## src/hw/rtl/assert_macros.svh

```systemverilog
// Assertion macros shared by the RTL that checks itself.
// No dependencies; included by bare file name.
`ifndef ASSERT_MACROS_SVH
`define ASSERT_MACROS_SVH

// Same-cycle implication under a synchronous active-low reset.
`define SDF_ASSERT_IMPLY(label, clk, rst_n, ante, cons, msg) \
  label: assert property (@(posedge clk) disable iff (!rst_n) (ante) |-> (cons)) \
    else $error(msg);

// Next-cycle implication under a synchronous active-low reset.
`define SDF_ASSERT_NEXT(label, clk, rst_n, ante, cons, msg) \
  label: assert property (@(posedge clk) disable iff (!rst_n) (ante) |=> (cons)) \
    else $error(msg);

`endif

```

## src/hw/rtl/sdf_pkg.sv

```systemverilog
// Shared types, constants and the playback interval table for the deframer.
// No dependencies; imported by every module of the block.
package sdf_pkg;

  localparam int FRAME_BYTES = 1024;
  localparam int MAX_FRAMES  = 8192;

  localparam int IDX_W    = $clog2(FRAME_BYTES);
  localparam int FRAME_W  = $clog2(MAX_FRAMES);
  localparam int TOTAL_W  = 14;
  localparam int FPS_W    = 6;
  localparam int TMO_W    = 16;
  localparam int OFFSET_W = 23;
  localparam int BYTE_W   = 8;
  localparam int PAGE_W   = 10;
  localparam int CFG_IDX_W = 2;
  localparam int CFG_W    = 16;
  localparam int OUT_DATA_W = 56;

  localparam int QDEPTH  = 4;
  localparam int QPTR_W  = $clog2(QDEPTH);
  localparam int QCNT_W  = $clog2(QDEPTH + 1);

  localparam logic [BYTE_W-1:0] SYNC_FIRST  = 8'hAA;
  localparam logic [BYTE_W-1:0] SYNC_SECOND = 8'hBB;
  localparam int HEADER_BYTES = 8;

  localparam logic [CFG_IDX_W-1:0] REG_TOTAL_FRAMES = 2'd0;
  localparam logic [CFG_IDX_W-1:0] REG_FPS          = 2'd1;
  localparam logic [CFG_IDX_W-1:0] REG_ANIM_PRESENT = 2'd2;
  localparam logic [CFG_IDX_W-1:0] REG_TIMEOUT      = 2'd3;

  localparam logic KIND_BYTE = 1'b0;
  localparam logic KIND_TICK = 1'b1;
  localparam logic RES_PAYLOAD = 1'b0;
  localparam logic RES_READ    = 1'b1;

  localparam logic [TOTAL_W-1:0] RST_TOTAL   = '0;
  localparam logic [FPS_W-1:0]   RST_FPS     = 6'd30;
  localparam logic [TMO_W-1:0]   RST_TIMEOUT = 16'd2000;

  // floor(1000 / fps), with a rate of zero taken as one
  localparam logic [PAGE_W-1:0] INTERVAL_LUT [64] = '{
    10'd1000, 10'd1000, 10'd500, 10'd333, 10'd250, 10'd200, 10'd166, 10'd142,
    10'd125,  10'd111,  10'd100, 10'd90,  10'd83,  10'd76,  10'd71,  10'd66,
    10'd62,   10'd58,   10'd55,  10'd52,  10'd50,  10'd47,  10'd45,  10'd43,
    10'd41,   10'd40,   10'd38,  10'd37,  10'd35,  10'd34,  10'd33,  10'd32,
    10'd31,   10'd30,   10'd29,  10'd28,  10'd27,  10'd27,  10'd26,  10'd25,
    10'd25,   10'd24,   10'd23,  10'd23,  10'd22,  10'd22,  10'd21,  10'd21,
    10'd20,   10'd20,   10'd20,  10'd19,  10'd19,  10'd18,  10'd18,  10'd18,
    10'd17,   10'd17,   10'd17,  10'd16,  10'd16,  10'd16,  10'd16,  10'd15
  };

  // classified word handed from the front end to the back end
  typedef struct packed {
    logic              is_tick;
    logic              is_sync1;
    logic              is_sync2;
    logic [BYTE_W-1:0] data;
  } sdf_word_t;

  // result word held in the output register
  typedef struct packed {
    logic                kind;
    logic [BYTE_W-1:0]   payload;
    logic [IDX_W-1:0]    idx;
    logic                last;
    logic [OFFSET_W-1:0] offset;
    logic [FRAME_W-1:0]  frame;
    logic                streaming;
  } sdf_result_t;

endpackage

```

## src/hw/rtl/sdf_front.sv

```systemverilog
// Front end: accepts input words and classifies them into ticks and sync bytes.
// Depends on sdf_pkg.
module sdf_front import sdf_pkg::*; (
  input  logic              clk,
  input  logic              rst_n,
  input  logic              in_tvalid,
  output logic              in_tready,
  input  logic              in_tuser,   // [0] req_type
  input  logic [BYTE_W-1:0] in_tdata,   // [7:0] rx_byte
  input  logic              q_full,
  output logic              q_push,
  output sdf_word_t         q_wdata
);

  logic      fv_r, fv_nxt;
  sdf_word_t fw_r, fw_nxt;
  logic      take;

  assign q_push    = fv_r && !q_full;
  assign in_tready = !fv_r || !q_full;
  assign take      = in_tvalid && in_tready;
  assign q_wdata   = fw_r;

  always_comb begin
    fv_nxt = fv_r;
    fw_nxt = fw_r;
    if (q_push) begin
      fv_nxt = 1'b0;
    end
    if (take) begin
      fv_nxt          = 1'b1;
      fw_nxt.is_tick  = (in_tuser == KIND_TICK);
      fw_nxt.is_sync1 = (in_tdata == SYNC_FIRST);
      fw_nxt.is_sync2 = (in_tdata == SYNC_SECOND);
      fw_nxt.data     = in_tdata;
    end
  end

  always_ff @(posedge clk) begin
    if (!rst_n) begin
      fv_r <= 1'b0;
    end else begin
      fv_r <= fv_nxt;
    end
    fw_r <= fw_nxt;
  end

endmodule

```

## src/hw/rtl/sdf_fifo.sv

```systemverilog
// Short queue of classified words between the front and back ends.
// Depends on sdf_pkg.
module sdf_fifo import sdf_pkg::*; (
  input  logic              clk,
  input  logic              rst_n,
  input  logic              push,
  input  sdf_word_t         wdata,
  input  logic              pop,
  output sdf_word_t         rdata,
  output logic              not_empty,
  output logic              full,
  output logic [QCNT_W-1:0] count
);

  sdf_word_t         mem_r [QDEPTH];
  logic [QPTR_W-1:0] wp_r, wp_nxt;
  logic [QPTR_W-1:0] rp_r, rp_nxt;
  logic [QCNT_W-1:0] cnt_r, cnt_nxt;
  logic              do_push, do_pop;

  assign not_empty = (cnt_r != '0);
  assign full      = (cnt_r == QCNT_W'(QDEPTH));
  assign count     = cnt_r;
  assign rdata     = mem_r[rp_r];
  assign do_push   = push && !full;
  assign do_pop    = pop && not_empty;

  always_comb begin
    wp_nxt  = do_push ? wp_r + 1'b1 : wp_r;
    rp_nxt  = do_pop ? rp_r + 1'b1 : rp_r;
    cnt_nxt = cnt_r;
    if (do_push && !do_pop) begin
      cnt_nxt = cnt_r + 1'b1;
    end else if (do_pop && !do_push) begin
      cnt_nxt = cnt_r - 1'b1;
    end
  end

  always_ff @(posedge clk) begin
    if (!rst_n) begin
      wp_r  <= '0;
      rp_r  <= '0;
      cnt_r <= '0;
    end else begin
      wp_r  <= wp_nxt;
      rp_r  <= rp_nxt;
      cnt_r <= cnt_nxt;
    end
    if (do_push) begin
      mem_r[wp_r] <= wdata;
    end
  end

endmodule

```

## src/hw/rtl/sdf_back.sv

```systemverilog
// Back end: sync hunter, stream ageing, playback timer and output register.
// Depends on sdf_pkg; holds the configuration registers.
module sdf_back import sdf_pkg::*; (
  input  logic                 clk,
  input  logic                 rst_n,
  input  logic                 cfg_we,
  input  logic [CFG_IDX_W-1:0] cfg_idx,
  input  logic [CFG_W-1:0]     cfg_wdata,
  input  logic                 q_valid,
  input  sdf_word_t            q_rdata,
  output logic                 q_pop,
  output logic                 out_v,
  input  logic                 out_ready,
  output sdf_result_t          out_res
);

  typedef enum logic [1:0] {
    HUNT_FIRST,
    HUNT_SECOND,
    HUNT_PAYLOAD
  } hunt_t;

  hunt_t               hunt_r, hunt_nxt;
  logic [IDX_W-1:0]    cnt_r, cnt_nxt;
  logic                strm_r, strm_nxt;
  logic [TMO_W-1:0]    sage_r, sage_nxt;
  logic [PAGE_W-1:0]   page_r, page_nxt;
  logic [FRAME_W-1:0]  cur_r, cur_nxt;
  logic                ov_r, ov_nxt;
  sdf_result_t         res_r, res_nxt;

  logic [TOTAL_W-1:0]  total_r, total_nxt;
  logic [PAGE_W-1:0]   ivl_r, ivl_nxt;
  logic                anim_r, anim_nxt;
  logic [TMO_W-1:0]    tmo_r, tmo_nxt;

  logic [TOTAL_W-1:0]  tot_eff;
  logic [FRAME_W-1:0]  frame_sel;
  logic [TOTAL_W-1:0]  frame_p1;
  logic [TMO_W-1:0]    sage_inc;
  logic [PAGE_W-1:0]   page_inc;
  logic                strm_tick;
  logic                fire;

  assign q_pop   = q_valid && (!ov_r || out_ready);
  assign out_v   = ov_r;
  assign out_res = res_r;

  // tick-side arithmetic, evaluated for the word at the head of the queue
  always_comb begin
    tot_eff   = (total_r > TOTAL_W'(MAX_FRAMES)) ? TOTAL_W'(MAX_FRAMES) : total_r;
    sage_inc  = (sage_r == '1) ? sage_r : sage_r + 1'b1;
    page_inc  = (page_r == '1) ? page_r : page_r + 1'b1;
    strm_tick = strm_r && !(sage_inc > tmo_r);
    fire      = !strm_tick && anim_r && (tot_eff != '0) && (page_inc >= ivl_r);
    frame_sel = ({1'b0, cur_r} < tot_eff) ? cur_r : '0;
    frame_p1  = {1'b0, frame_sel} + 1'b1;
  end

  always_comb begin
    hunt_nxt  = hunt_r;
    cnt_nxt   = cnt_r;
    strm_nxt  = strm_r;
    sage_nxt  = sage_r;
    page_nxt  = page_r;
    cur_nxt   = cur_r;
    ov_nxt    = ov_r;
    res_nxt   = res_r;
    total_nxt = total_r;
    ivl_nxt   = ivl_r;
    anim_nxt  = anim_r;
    tmo_nxt   = tmo_r;

    if (cfg_we) begin
      unique case (cfg_idx)
        REG_TOTAL_FRAMES: total_nxt = cfg_wdata[TOTAL_W-1:0];
        REG_FPS:          ivl_nxt   = INTERVAL_LUT[cfg_wdata[FPS_W-1:0]];
        REG_ANIM_PRESENT: anim_nxt  = cfg_wdata[0];
        REG_TIMEOUT:      tmo_nxt   = cfg_wdata[TMO_W-1:0];
      endcase
    end

    // drop the held result once taken
    if (ov_r && out_ready) begin
      ov_nxt = 1'b0;
    end

    if (q_pop) begin
      if (q_rdata.is_tick) begin
        sage_nxt = sage_inc;
        page_nxt = page_inc;
        strm_nxt = strm_tick;
        if (fire) begin
          page_nxt          = '0;
          cur_nxt           = (frame_p1 >= tot_eff) ? '0 : frame_p1[FRAME_W-1:0];
          ov_nxt            = 1'b1;
          res_nxt.kind      = RES_READ;
          res_nxt.payload   = '0;
          res_nxt.idx       = '0;
          res_nxt.last      = 1'b0;
          res_nxt.offset    = OFFSET_W'({frame_sel, {IDX_W{1'b0}}})
                              + OFFSET_W'(HEADER_BYTES);
          res_nxt.frame     = frame_sel;
          res_nxt.streaming = strm_tick;
        end
      end else begin
        unique case (hunt_r)
          HUNT_PAYLOAD: begin
            ov_nxt          = 1'b1;
            res_nxt.kind    = RES_PAYLOAD;
            res_nxt.payload = q_rdata.data;
            res_nxt.idx     = cnt_r;
            res_nxt.offset  = '0;
            res_nxt.frame   = '0;
            if (cnt_r == IDX_W'(FRAME_BYTES - 1)) begin
              res_nxt.last      = 1'b1;
              res_nxt.streaming = 1'b1;
              strm_nxt          = 1'b1;
              sage_nxt          = '0;
              hunt_nxt          = HUNT_FIRST;
              cnt_nxt           = '0;
            end else begin
              res_nxt.last      = 1'b0;
              res_nxt.streaming = strm_r;
              cnt_nxt           = cnt_r + 1'b1;
            end
          end
          HUNT_SECOND: begin
            // a repeated first sync byte keeps waiting for the second
            if (q_rdata.is_sync2) begin
              hunt_nxt = HUNT_PAYLOAD;
              cnt_nxt  = '0;
            end else if (!q_rdata.is_sync1) begin
              hunt_nxt = HUNT_FIRST;
            end
          end
          default: begin
            hunt_nxt = q_rdata.is_sync1 ? HUNT_SECOND : HUNT_FIRST;
          end
        endcase
      end
    end
  end

  always_ff @(posedge clk) begin
    if (!rst_n) begin
      hunt_r  <= HUNT_FIRST;
      cnt_r   <= '0;
      strm_r  <= 1'b0;
      sage_r  <= '0;
      page_r  <= '0;
      cur_r   <= '0;
      ov_r    <= 1'b0;
      total_r <= RST_TOTAL;
      ivl_r   <= INTERVAL_LUT[RST_FPS];
      anim_r  <= 1'b0;
      tmo_r   <= RST_TIMEOUT;
    end else begin
      hunt_r  <= hunt_nxt;
      cnt_r   <= cnt_nxt;
      strm_r  <= strm_nxt;
      sage_r  <= sage_nxt;
      page_r  <= page_nxt;
      cur_r   <= cur_nxt;
      ov_r    <= ov_nxt;
      total_r <= total_nxt;
      ivl_r   <= ivl_nxt;
      anim_r  <= anim_nxt;
      tmo_r   <= tmo_nxt;
    end
    res_r <= res_nxt;
  end

endmodule

```

## src/hw/rtl/sync_deframer_with_fallback_player.sv

```systemverilog
// Top level of the sync-word deframer with fallback animation player.
// Depends on sdf_pkg, sdf_front, sdf_fifo, sdf_back and assert_macros.svh.
//
//   channel | direction | handshake           | contents
//   in_     | slave     | tvalid/tready       | tuser req_type, tdata rx_byte
//   out_    | master    | tvalid/tready/tlast | tuser result_kind, tdata fields
//   cfg_    | write     | cfg_we              | cfg_idx register, cfg_wdata value
//
// One word per clock is sustained while out_tready holds; a word passes the front
// stage register, the 4-deep queue and the output register before out_tvalid rises.
// Throughput is set by the back end, which retires one word a cycle unless stalled.
// Reset is synchronous on rst_n low; config takes its reset values at once.
// A stalled output holds the back end; the queue then fills and in_tready drops.
`include "assert_macros.svh"
module sync_deframer_with_fallback_player import sdf_pkg::*; (
  input  logic                  clk,
  input  logic                  rst_n,
  input  logic                  in_tvalid,
  output logic                  in_tready,
  input  logic                  in_tuser,    // [0] req_type
  input  logic [BYTE_W-1:0]     in_tdata,    // [7:0] rx_byte
  output logic                  out_tvalid,
  input  logic                  out_tready,
  output logic                  out_tlast,   // frame_last
  output logic                  out_tuser,   // [0] result_kind
  // [7:0] payload_byte, [17:8] byte_index, [40:18] flash_offset,
  // [53:41] frame_number, [54] streaming_now, [55] zero
  output logic [OUT_DATA_W-1:0] out_tdata,
  input  logic                  cfg_we,
  input  logic [CFG_IDX_W-1:0]  cfg_idx,
  input  logic [CFG_W-1:0]      cfg_wdata
);

  logic              q_full;
  logic              q_push;
  logic              q_pop;
  logic              q_valid;
  logic [QCNT_W-1:0] q_count;
  sdf_word_t         q_wdata;
  sdf_word_t         q_rdata;
  sdf_result_t       res;

  sdf_front u_front (
    .clk       (clk),
    .rst_n     (rst_n),
    .in_tvalid (in_tvalid),
    .in_tready (in_tready),
    .in_tuser  (in_tuser),
    .in_tdata  (in_tdata),
    .q_full    (q_full),
    .q_push    (q_push),
    .q_wdata   (q_wdata)
  );

  sdf_fifo u_fifo (
    .clk       (clk),
    .rst_n     (rst_n),
    .push      (q_push),
    .wdata     (q_wdata),
    .pop       (q_pop),
    .rdata     (q_rdata),
    .not_empty (q_valid),
    .full      (q_full),
    .count     (q_count)
  );

  sdf_back u_back (
    .clk       (clk),
    .rst_n     (rst_n),
    .cfg_we    (cfg_we),
    .cfg_idx   (cfg_idx),
    .cfg_wdata (cfg_wdata),
    .q_valid   (q_valid),
    .q_rdata   (q_rdata),
    .q_pop     (q_pop),
    .out_v     (out_tvalid),
    .out_ready (out_tready),
    .out_res   (res)
  );

  assign out_tuser = res.kind;
  assign out_tlast = res.last;
  assign out_tdata = {1'b0, res.streaming, res.frame, res.offset, res.idx, res.payload};

  `SDF_ASSERT_IMPLY(a_q_bound, clk, rst_n, 1'b1, q_count <= QCNT_W'(QDEPTH),
    "queue count above depth")
  `SDF_ASSERT_IMPLY(a_read_fields, clk, rst_n, out_tvalid && (res.kind == RES_READ),
    (res.payload == '0) && (res.idx == '0) && !res.last
      && (res.offset[IDX_W-1:0] == IDX_W'(HEADER_BYTES)),
    "read request carries payload fields")
  `SDF_ASSERT_IMPLY(a_payload_fields, clk, rst_n,
    out_tvalid && (res.kind == RES_PAYLOAD),
    (res.offset == '0) && (res.frame == '0),
    "payload byte carries read request fields")
  `SDF_ASSERT_IMPLY(a_last_streams, clk, rst_n, out_tvalid && res.last,
    res.streaming && (res.idx == IDX_W'(FRAME_BYTES - 1)),
    "last payload byte without streaming or at wrong index")
  `SDF_ASSERT_NEXT(a_full_stall, clk, rst_n, q_full && !q_pop && q_push, q_full,
    "queue lost an entry while full")

endmodule
```

## config.mk

```make
export PLATFORM = sky130hd
export DESIGN_NAME = sync_deframer_with_fallback_player
export DESIGN_NICKNAME = d
export VERILOG_FILES = /design/src/hw/rtl/sdf_pkg.sv /design/src/hw/rtl/sdf_front.sv /design/src/hw/rtl/sdf_fifo.sv /design/src/hw/rtl/sdf_back.sv /design/src/hw/rtl/sync_deframer_with_fallback_player.sv
export VERILOG_INCLUDE_DIRS = /design/src /design/src/hw/rtl
export SDC_FILE = /design/constraint.sdc
export NUM_CORES = 1
export LEC_CHECK = 0
export BUFFER_PORTS_ARGS = -buffer_cell sky130_fd_sc_hd__buf_2
export CAP_MARGIN = 40
export CORE_MARGIN = 5
export CORE_UTILIZATION = 25
export DETAILED_ROUTE_END_ITERATION = 7
export GPL_TIMING_DRIVEN = 0
export REMOVE_ABC_BUFFERS = 1
export SLEW_MARGIN = 20
export SYNTH_ARGS = -nofsm -noshare
export SYNTH_HDL_FRONTEND = slang
export SYNTH_HIERARCHICAL = 1
export SYNTH_SLANG_ARGS = --single-unit
```

## constraint.sdc

```tcl
create_clock -name clk -period 14.9 [get_ports clk]
set_clock_uncertainty 0.1 [all_clocks]
set_input_delay 0.745 -clock clk [delete_from_list [all_inputs] [get_ports clk]]
set_output_delay 0.745 -clock clk [all_outputs]
set_load 0.05 [all_outputs]
```

==> flow_summary.yaml, run 1 <==
outcome:
  outcome: "completed"
route:
  wirelength_um: 24500
  drt-pass1-iter-count: 5
  wire_per_inst_um: 14.9
  vias_per_cell: 4.72
  first_iter_violations: 410
  ant_nets: 0
  num_vias: 7757
  drc: 0
setup_path:
  end_kind: "flop"
  worstPathArrival_ps: 6640
  cp_top_family: "simple AND/OR/NAND/NOR gates"
  crit_path_max_fanout: 19
  start_kind: "flop"
  cp-startpoint: "u_back/total_r[13]"
  cp_data_required_time_ps: 15180
  cp.buffers_inverters: 2
  critical_path_class: "reg -> reg"
  path_cells: "inv_1, nand2_1, ha_1, a211oi_1, o21ai_0, a211oi_1, o32ai_4, buf_8, nor2_1, ha_1, nand3_1, nor2_1, nand4_1, or2_2, a21oi_1, ha_1, nand4_1, nor4_1, a211o_1, or3_4, or2_0, or4_1, a31oi_1"
  crit_path_max_incr_delay_ps: 570
  slowest_stage: "dfxtp_1"
  r2r-start: "u_back/total_r[13]"
  cpMostUsedCell: "ha_1"
placement:
  place_inst: 1611
  dp_hpwl_um: 17800
  dpl_worst_slack_ps: 8560
  gp_congestion: 0.835
  port_buffers: 81
  dpl_cell_area_um2: 11200
sta:
  fin_crit_ps: 6360
  drv_slew: 0
  setup_viol: 0
  final_hold_viol_count: 0
  tightest_slew_ps: 818
  rsz0062_at_grt: "no"
  finalWorstSetupSlack_ps: 8540
  fin_tns_setup_ps: 0
  fmax_mhz: 157
  holdWs_ps: 354
  slew_headroom_pct: 45.4
  finalCritPeriodShare_pct: 42.7
clock_network:
  root_buffer: "clkbuf_16"
  cts_resized: 0
  postCtsHoldBufs: 0
  clk_path_buf_depth: 2
  cts_made_buffers: 17
  cts_tree: "built"
  path_clk_slew_ps: 80
  postCtsSetupRepairBufs: 0
  clk_latency_ps: 460
  clock_sinks: 193
  h-tree-depth: 4
power_and_ir_drop:
  leakagePower_nw: 4.65
  finalPower_mw: 1.36
  ir_drop_mv: 0.0810
  powerDensity_nw_per_um2: 114
global_routing:
  grt_pass1_wl_um: 40300
  grt_pass1_vias: 7765
  grt_util_all_layers_pct: 10.8
  grt_max_degree: 36
  grt_antenna_before_repair: 2
  overflow: 0
floorplanning:
  die_y_um: 214
  core_area_um2: 41000
  dieArea_um2: 45800
  start_util_pct: 25.4
  die_w_um: 214
  io_pins: 92
  placementRows: 74
synthesis:
  syn_area_per_cell_um2: 9.85
  synthCells: 1056
  yosys_warnings: 6
  postSynthRegisterBits: 193
  synth-edff-count: 89
  syn_area_um2: 10400
  synthFlopType: "dfxtp_1"
  synth_cell_types: 76
  async_flop_share_pct: 0
  ys_seq_area_share_pct: 45.7
cells_and_area:
  fillers: 4237
  area_delta_synth_final_pct: 14.5
  nets: 1210
  final_cells: 1645
  fin_area_um2: 11900
  final_common_cell: "nand2_1"
  final_cell_mix: "139 x nand2_1, 104 x dfxtp_1, 89 x edfxtp_1, 81 x buf_2, 78 x ha_1"
  fin_util_pct: 29.0
  drive_gt1_share_pct: 14.0
run:
  maxCapViolations: 0
hold_path:
  min-delay-start: "u_back/tmo_r[1]"
  min_path_type: "reg -> reg"
==> synth_stat cells (all sizes together), types with 3 or more instances <==
master	instances	area share, %
a2111oi	7	0.59
a211o	3	0.25
a211oi	15	1.1
a21o	11	0.79
a21oi	74	3.6
a22o	7	0.59
a22oi	3	0.22
a31oi	9	0.54
a32o	5	0.48
and2	21	1.3
and3	14	0.84
and4	6	0.50
buf	38	2.4
clkbuf	33	1.2
dfxtp	104	20
edfxtp	89	26
ha	78	9.4
inv	53	1.9
mux2i	9	0.87
mux4	15	3.2
nand2	139	5.0
nand2b	6	0.36
nand3	31	1.5
nand4	17	1.0
nand4b	3	0.40
nor2	63	2.3
nor2b	27	1.6
nor3	12	0.63
nor3b	4	0.34
nor4	6	0.42
o211ai	11	0.79
o21a	9	0.65
o21ai	37	1.8
o21bai	3	0.22
o311ai	3	0.25
o31ai	9	0.70
or2	6	0.36
or3	10	0.67
or4	4	0.29
xnor2	18	1.5
xor2	17	1.4
==> layout make-up <==
type / instances / area [um2] / share of cell area [%]
diodes: 1 / 2.50 / 0.0210
clock buffers: 17 / 425 / 3.57
clock inverters: 15 / 223 / 1.87
inverters: 54 / 203 / 1.70
multi-input cells: 746 / 5130 / 43.1
flip-flops and latches: 193 / 4750 / 39.9
well taps: 532 / 666 / 5.59
repair buffers: 87 / 505 / 4.24
==> registers in the layout, summed over array words and instances (netlist names), named ones only <==
name / count
u_back/cnt_r: 10
u_front/q_wdata: 11
u_fifo/rp_r: 2
u_back/anim_r: 1
u_fifo/count: 3
u_back/cur_r: 13
u_fifo/mem_r: 44
u_back/page_r: 10
u_fifo/wp_r: 2
u_back/strm_r: 1
u_back/out_res: 34
u_back/hunt_r: 2
u_front/fv_r: 1
u_back/tmo_r: 16
u_back/total_r: 14
u_back/out_v: 1
u_back/ivl_r: 10
u_back/sage_r: 16
==> where the power goes <==
| group | leakage (nW) | switching, mW | internal (mW) |
|---|---|---|---|
| Combinational | 2.62 | 0.154 | 0.0956 |
| Clock | 0.314 | 0.246 | 0.252 |
| Sequential | 1.71 | 0.0263 | 0.581 |
| Total | 4.65 | 0.426 | 0.929 |
==> logic make-up (layout without fill, tap and decap cells) <==
group           Yosys count  in the layout  synth area share [%]
buf+inv                 125            173                  5.54
xor+xnor                 35             35                  2.95
fa+ha+maj                79             79                  9.57
compound gates          222            222                  13.9
other cells               2             11                0.0722
mux                      26             26                  4.33
simple gates            374            374                  17.9
flops                   193            193                  45.7
==> worst reg2reg max path, cell delays in order (launching register included) <==
cell and delay, ps:
dfxtp_1 570, inv_1 280, nand2_1 170, ha_1 260
a211oi_1 200, o21ai_0 120, a211oi_1 360, o32ai_4 180
buf_8 200, nor2_1 230, ha_1 290, nand3_1 240
nor2_1 320, nand4_1 150, or2_2 310, a21oi_1 190
ha_1 260, nand4_1 120, nor4_1 70, a211o_1 280
or3_4 380, or2_0 380, or4_1 450, a31oi_1 170
==> metal layers <==
layer	share of wire, %	track usage, %	vias to the layer above
li1	-	-	3873
met3	4.1	2.63	40
met4	2.9	4.53	2
met2	49	18.5	159
met1	44	12.9	3683
met5	0.049	0	-
==> final timing paths <==
kind | endpoint | slack [ps] | depth (start not counted)
worst max-delay path | u_back/cur_r[4] | 8540 | 23
worst min-delay path | u_back/tmo_r[1] | 350 | 2
worst max register to register | u_back/cur_r[4] | 8540 | 23
worst min register to register | u_back/tmo_r[1] | 350 | 2
Note: power is estimated with default switching activity, not from simulation.
==> inputs of run 2 (changes only) <==
- clock period: 14.9 -> 5.9 ns (I/O delays scaled with it)
==> run 2 against run 1 <==
- first-iteration DRC count is 3.9% higher
- largest cell class unchanged
- combinational power grew to 2.6 times the previous value
- hold slack worse by 250 ps
- design area is 2.5% higher
- flip-flop and latch count stayed put
- via count grew 1.1%
- register-to-register slack lost 8100 ps
- critical path depth increased by 1
- clock-buffer cell count unchanged
- global-route usage grew 0.060 points
- worst setup slack got worse by 8100 ps
- sequential share of layout area fell by 0.94 points
==> flow_summary.yaml, run 2 (synthesis results as in run 1) <==
setup_path:
  critical_path_class: "reg -> reg"
  cp_top_family: "simple AND/OR/NAND/NOR gates"
  worstPathArrival_ps: 5790
  rrSetupSlack_ps: 390
  slowest_stage: "dfxtp_4"
  crit_path_max_incr_delay_ps: 430
  start_kind: "flop"
  regToRegEndpoint: "u_back/cur_r[4]"
  end_kind: "flop"
  path_cells: "clkinvlp_4, buf_4, buf_4, nand2_1, ha_1, o21a_1, a211oi_2, o32ai_4, buf_8, nor2_2, ha_4, nand3_4, nor2_4, nand4_1, or2_2, a21oi_1, ha_1, nand4_1, nor4_1, a211o_1, or3_4, or2_4, or4_1, a31oi_1"
  r2r-start: "u_back/total_r[13]"
  cp.buffers_inverters: 4
  cp_data_required_time_ps: 6180
  reg2reg_depth: 24
  crit_path_max_fanout: 19
power_and_ir_drop:
  powerDensity_nw_per_um2: 281
  leakagePower_nw: 4.76
  power_frac_comb_pct: 18.7
  seqPwrFrac_pct: 44.6
  p_int_mw: 2.36
  finalPower_mw: 3.44
  switchingPower_mw: 1.08
  p_sw_share_pct: 31.4
  pwr-share-clk_pct: 36.6
  ir_drop_mv: 0.206
sta:
  setup_viol: 0
  slew_headroom_pct: 45.5
  holdWs_ps: 104
  rsz0062_at_grt: "no"
  tightest_slew_ps: 817
  final_hold_viol_count: 0
  drv_slew: 0
  fin_crit_ps: 5510
  fmax_mhz: 182
  finalCritPeriodShare_pct: 93.3
clock_network:
  cts_made_buffers: 17
  root_buffer: "clkbuf_16"
  clk_latency_ps: 460
  clk_path_buf_depth: 2
  cts_tree: "built"
  path_clk_slew_ps: 90
  h-tree-depth: 4
  clock_sinks: 193
global_routing:
  grt_antenna_before_repair: 2
  overflow: 0
  grt_max_degree: 36
  grt_util_all_layers_pct: 10.8
  grt_pass1_vias: 7854
  grt_pass1_wl_um: 40600
floorplanning:
  placementRows: 74
  dieArea_um2: 45800
  core_area_um2: 41000
  start_util_pct: 25.4
  die_w_um: 214
  io_pins: 92
  die_y_um: 214
cells_and_area:
  area_delta_synth_final_pct: 17.3
  largest-register: "u_fifo/mem_r"
  final_common_cell: "nand2_1"
  fin_area_um2: 12200
  nets: 1236
  largest_register_ffs: 44
  final_cell_mix: "139 x nand2_1, 103 x dfxtp_1, 89 x edfxtp_1, 81 x buf_2, 77 x ha_1"
  drive_gt1_share_pct: 14.9
route:
  drc: 0
  drt-pass1-iter-count: 5
  ant_nets: 0
  wirelength_um: 24500
  first_iter_violations: 426
  num_vias: 7846
  vias_per_cell: 4.69
  wire_per_inst_um: 14.7
placement:
  dp_hpwl_um: 17800
  gp_congestion: 0.835
  port_buffers: 81
  dpl_cell_area_um2: 11200
hold_path:
  whs_endpoint: "u_back/out_v"
  holdPathStages: 3
  min_path_type: "in -> reg"
  min-delay-start: "out_tready"
outcome:
  outcome: "completed"
run:
  maxCapViolations: 0
[run 2: cell type report]
cell class,instances,area [um2]
Sequential cell,193,4760
Clock inverter,15,223
Fill cell,4209,28800
Tap cell,532,666
Antenna cell,2,5.00
Multi-Input combinational cell,746,5180
Timing Repair Buffer,113,751
Inverter,54,206
Clock buffer,17,425
[run 2: timing repair]
item,4_1_cts,5_1_grt
buffers inserted,4,2
setup endpoints to repair,11,11
cloned,0,0
resized for setup,6,7
hold buffers,20,0
endpoints found under the hold margin,28,0
[run 2: worst min-delay path, delay by kind of cell]
family | cells | cell delay (ps)
compound gates | 1 | 80
buf+inv | 1 | 100
simple gates | 1 | 130
[run 2: per-stage QoR]
step	setup WS (ps)	instances	setup TNS [ps]	utilization [%]
2_1_floorplan	-45.0	993	-135	-
3_3_place_gp	-1600	1606	-17500	27.1
3_5_place_dp	-440	1611	-3050	27.4
4_1_cts	4.34	1667	0	29.6
5_1_grt	14.8	1671	0	29.8
6_report	393	1672	0	29.8
[run 2: worst max path at each step]
stage                           end                from  slack [ps]  cells past startpoint
finish              u_back/cur_r[4]  u_back/total_r[13]         390                     24
global route        u_back/cur_r[3]  u_back/total_r[13]          10                     23
CTS                 u_back/cur_r[4]  u_back/total_r[13]           4                     23
detailed placement  u_back/cur_r[4]  u_back/total_r[13]        -440                     23
global placement    u_back/cur_r[4]  u_back/total_r[13]       -1600                     22
floorplan           u_back/cur_r[7]  u_back/total_r[13]         -50                     22
[run 2: metal layers]
metal | part of all wire (%) | routed length [um] | GRT usage (%)
met5 | 0 | 0 | 0
met4 | 2.9 | 716 | 4.60
met3 | 4.0 | 985 | 2.58
met2 | 49 | 12100 | 18.6
met1 | 44 | 10700 | 13.0
[run 2: power by group through the flow]
stage	Clock, mW	Combinational [mW]	Sequential (mW)
floorplan	0	0.430	1.55
global route	1.35	0.725	1.55
finish	1.26	0.644	1.53
global placement	0	0.581	1.57
detailed placement	0	0.613	1.58
CTS	1.30	0.629	1.55
==> inputs of run 3 (changes only) <==
==> constraint.sdc (replaced) <==
create_clock -name clk -period 4.8 [get_ports clk]
set_clock_uncertainty 0.1 [all_clocks]
set_input_delay 0.24 -clock clk [delete_from_list [all_inputs] [get_ports clk]]
set_output_delay 0.24 -clock clk [all_outputs]
set_load 0.005 [all_outputs]
==> run 3 against run 2 <==
- the run now ends with setup timing left
- clock-buffer cell count did not move
- sequential share of layout area fell by 0.92 points
- critical path depth fell by 2
- flip-flop and latch count did not move
- cell count rose by 0.90%
- hold slack got worse by 54 ps
- non-clock buffer count rose by 14
- clock power rose by 22%
==> flow_summary.yaml, run 3 (synthesis results as in run 1) <==
outcome:
  outcome: "finished with violations"
  violations: "setup timing"
global_routing:
  busiest_layer: "met2"
  grt_antenna_before_repair: 2
  met1_usage_pct: 13.1
  gr-usage-met2_pct: 18.9
  grt_pass1_wl_um: 41300
  grt_util_all_layers_pct: 11.0
  overflow: 0
  grtUsageMet3_pct: 2.58
  grt_pass1_vias: 7967
  grt_max_degree: 36
clock_network:
  clk_latency_ps: 460
  cts_made_buffers: 17
  path_clk_slew_ps: 80
  h-tree-depth: 4
  clock_sinks: 193
  clk_path_buf_depth: 2
  root_buffer: "clkbuf_16"
  cts_tree: "built"
power_and_ir_drop:
  p_sw_share_pct: 31.2
  p_int_mw: 2.91
  pwr-share-clk_pct: 36.5
  ir_drop_mv: 0.252
  power_frac_comb_pct: 18.9
  powerDensity_nw_per_um2: 338
  leakagePower_nw: 4.86
  switchingPower_mw: 1.32
  seqPwrFrac_pct: 44.6
sta:
  tightest_slew_ps: 811
  slew_headroom_pct: 45.9
  fin_crit_ps: 4910
  setup_viol: 7
  fin_tns_setup_ps: -383
  fmax_mhz: 204
  finalCritPeriodShare_pct: 102
  rsz0062_at_grt: "yes"
  finalWorstSetupSlack_ps: -113
  drv_slew: 0
  final_hold_viol_count: 0
cells_and_area:
  largest_register_ffs: 44
  fillers: 4190
  final_cell_mix: "133 x nand2_1, 103 x dfxtp_1, 89 x edfxtp_1, 81 x buf_2, 72 x ha_1"
  nets: 1251
  final_common_cell: "nand2_1"
  fin_util_pct: 30.5
  largest-register: "u_fifo/mem_r"
  area_delta_synth_final_pct: 20.2
  drive_gt1_share_pct: 18.2
  fin_area_um2: 12500
floorplanning:
  die_w_um: 214
  placementRows: 74
  dieArea_um2: 45800
  die_y_um: 214
  start_util_pct: 25.4
  core_area_um2: 41000
  io_pins: 92
route:
  first_iter_violations: 424
  drt-pass1-iter-count: 5
  drc: 0
  wire_per_inst_um: 15.0
  num_vias: 8034
  ant_nets: 0
  vias_per_cell: 4.76
  wirelength_um: 25300
run:
  maxCapViolations: 0
setup_path:
  slowest_stage: "or3_4"
  start_kind: "flop"
  path_cells: "clkinvlp_4, buf_4, nand2_2, ha_4, o21a_1, a211oi_2, o32ai_4, nor2_4, ha_4, nand3_4, nor2_4, buf_4, nand4b_1, a21oi_2, ha_1, nand4_1, nor4_2, a211o_1, or3_4, or2_4, or4_1, a31oi_1"
  end_kind: "flop"
  crit_path_max_fanout: 8
  crit_path_max_incr_delay_ps: 410
  cp_top_family: "simple AND/OR/NAND/NOR gates"
  critical_path_class: "reg -> reg"
  worstPathArrival_ps: 5190
  cp.buffers_inverters: 3
  cp_data_required_time_ps: 5070
placement:
  dpl_worst_slack_ps: -1540
  port_buffers: 81
  dpl_cell_area_um2: 11200
  dp_hpwl_um: 17800
  gp_congestion: 0.835
hold_path:
  min_path_type: "in -> reg"
run 3: cell types whose count changed in the layout (fill, tap and decap cells not counted), sizes merged:
cell / change
buf: +14
clkinvlp: +1
run 3: what timing repair did:
action / in CTS / in global routing
endpoints found under the hold margin: 29 / 0
setup buffers: 17 / 4
pin swaps: 18 / 17
gates cloned: 1 / 0
gates resized for setup: 36 / 18
setup endpoints to repair: 47 / 32
hold buffers: 20 / 0
run 3: layer usage:
layer	wire (um)	share of wire [%]
met1	11000	43
met2	12400	49
met3	1050	4.1
met4	860	3.4
met5	0	0
run 3: through the flow:
step	instances	power (mW)	hold WS, ps
4_1_cts	1681	4.28	13.0
5_1_grt	1686	4.46	33.7
2_1_floorplan	993	2.42	212
3_3_place_gp	1606	2.63	321
6_report	1687	4.23	49.8
3_5_place_dp	1611	2.67	323
run 3: worst reg2reg max path: stages, from the launching register on:
cell and delay (ps):
dfxtp_4 400, clkinvlp_4 170, buf_4 180, nand2_2 90
ha_4 210, o21a_1 120, a211oi_2 300, o32ai_4 190
nor2_4 160, ha_4 170, nand3_4 100, nor2_4 150
buf_4 130, nand4b_1 160, a21oi_2 220, ha_1 260
nand4_1 150, nor4_2 60, a211o_1 280, or3_4 410
or2_4 280, or4_1 400, a31oi_1 160
run 3: worst paths after layout:
kind                      startpoint              end  slack [ps]  cells after the start
hold / removal            out_tready     u_back/out_v          50                      3
setup / recovery  u_back/total_r[13]  u_back/cur_r[3]        -110                     22
setup reg to reg  u_back/total_r[13]  u_back/cur_r[3]        -110                     22
hold reg to reg      u_back/tmo_r[1]  u_back/tmo_r[1]         350                      2
run 3: layout make-up:
type                       count  area (um2)  area share, %
antenna                        2        5.00         0.0400
clock buffer                  17         425           3.40
clock inverter                15         223           1.78
inverter                      54         206           1.65
multi-input combinational    746        5370           42.9
sequential                   193        4760           38.0
tap                          532         666           5.32
timing repair buffer         127         848           6.78
timing repair inverter         1        7.51         0.0600
run 3: power groups by stage:
stage               Sequential (mW)  Combinational (mW)  Clock [mW]
floorplan                      1.91               0.511           0
global placement               1.93               0.693           0
detailed placement             1.94               0.732           0
CTS                            1.90               0.782        1.60
global route                   1.90               0.899        1.66
finish                         1.89               0.800        1.54
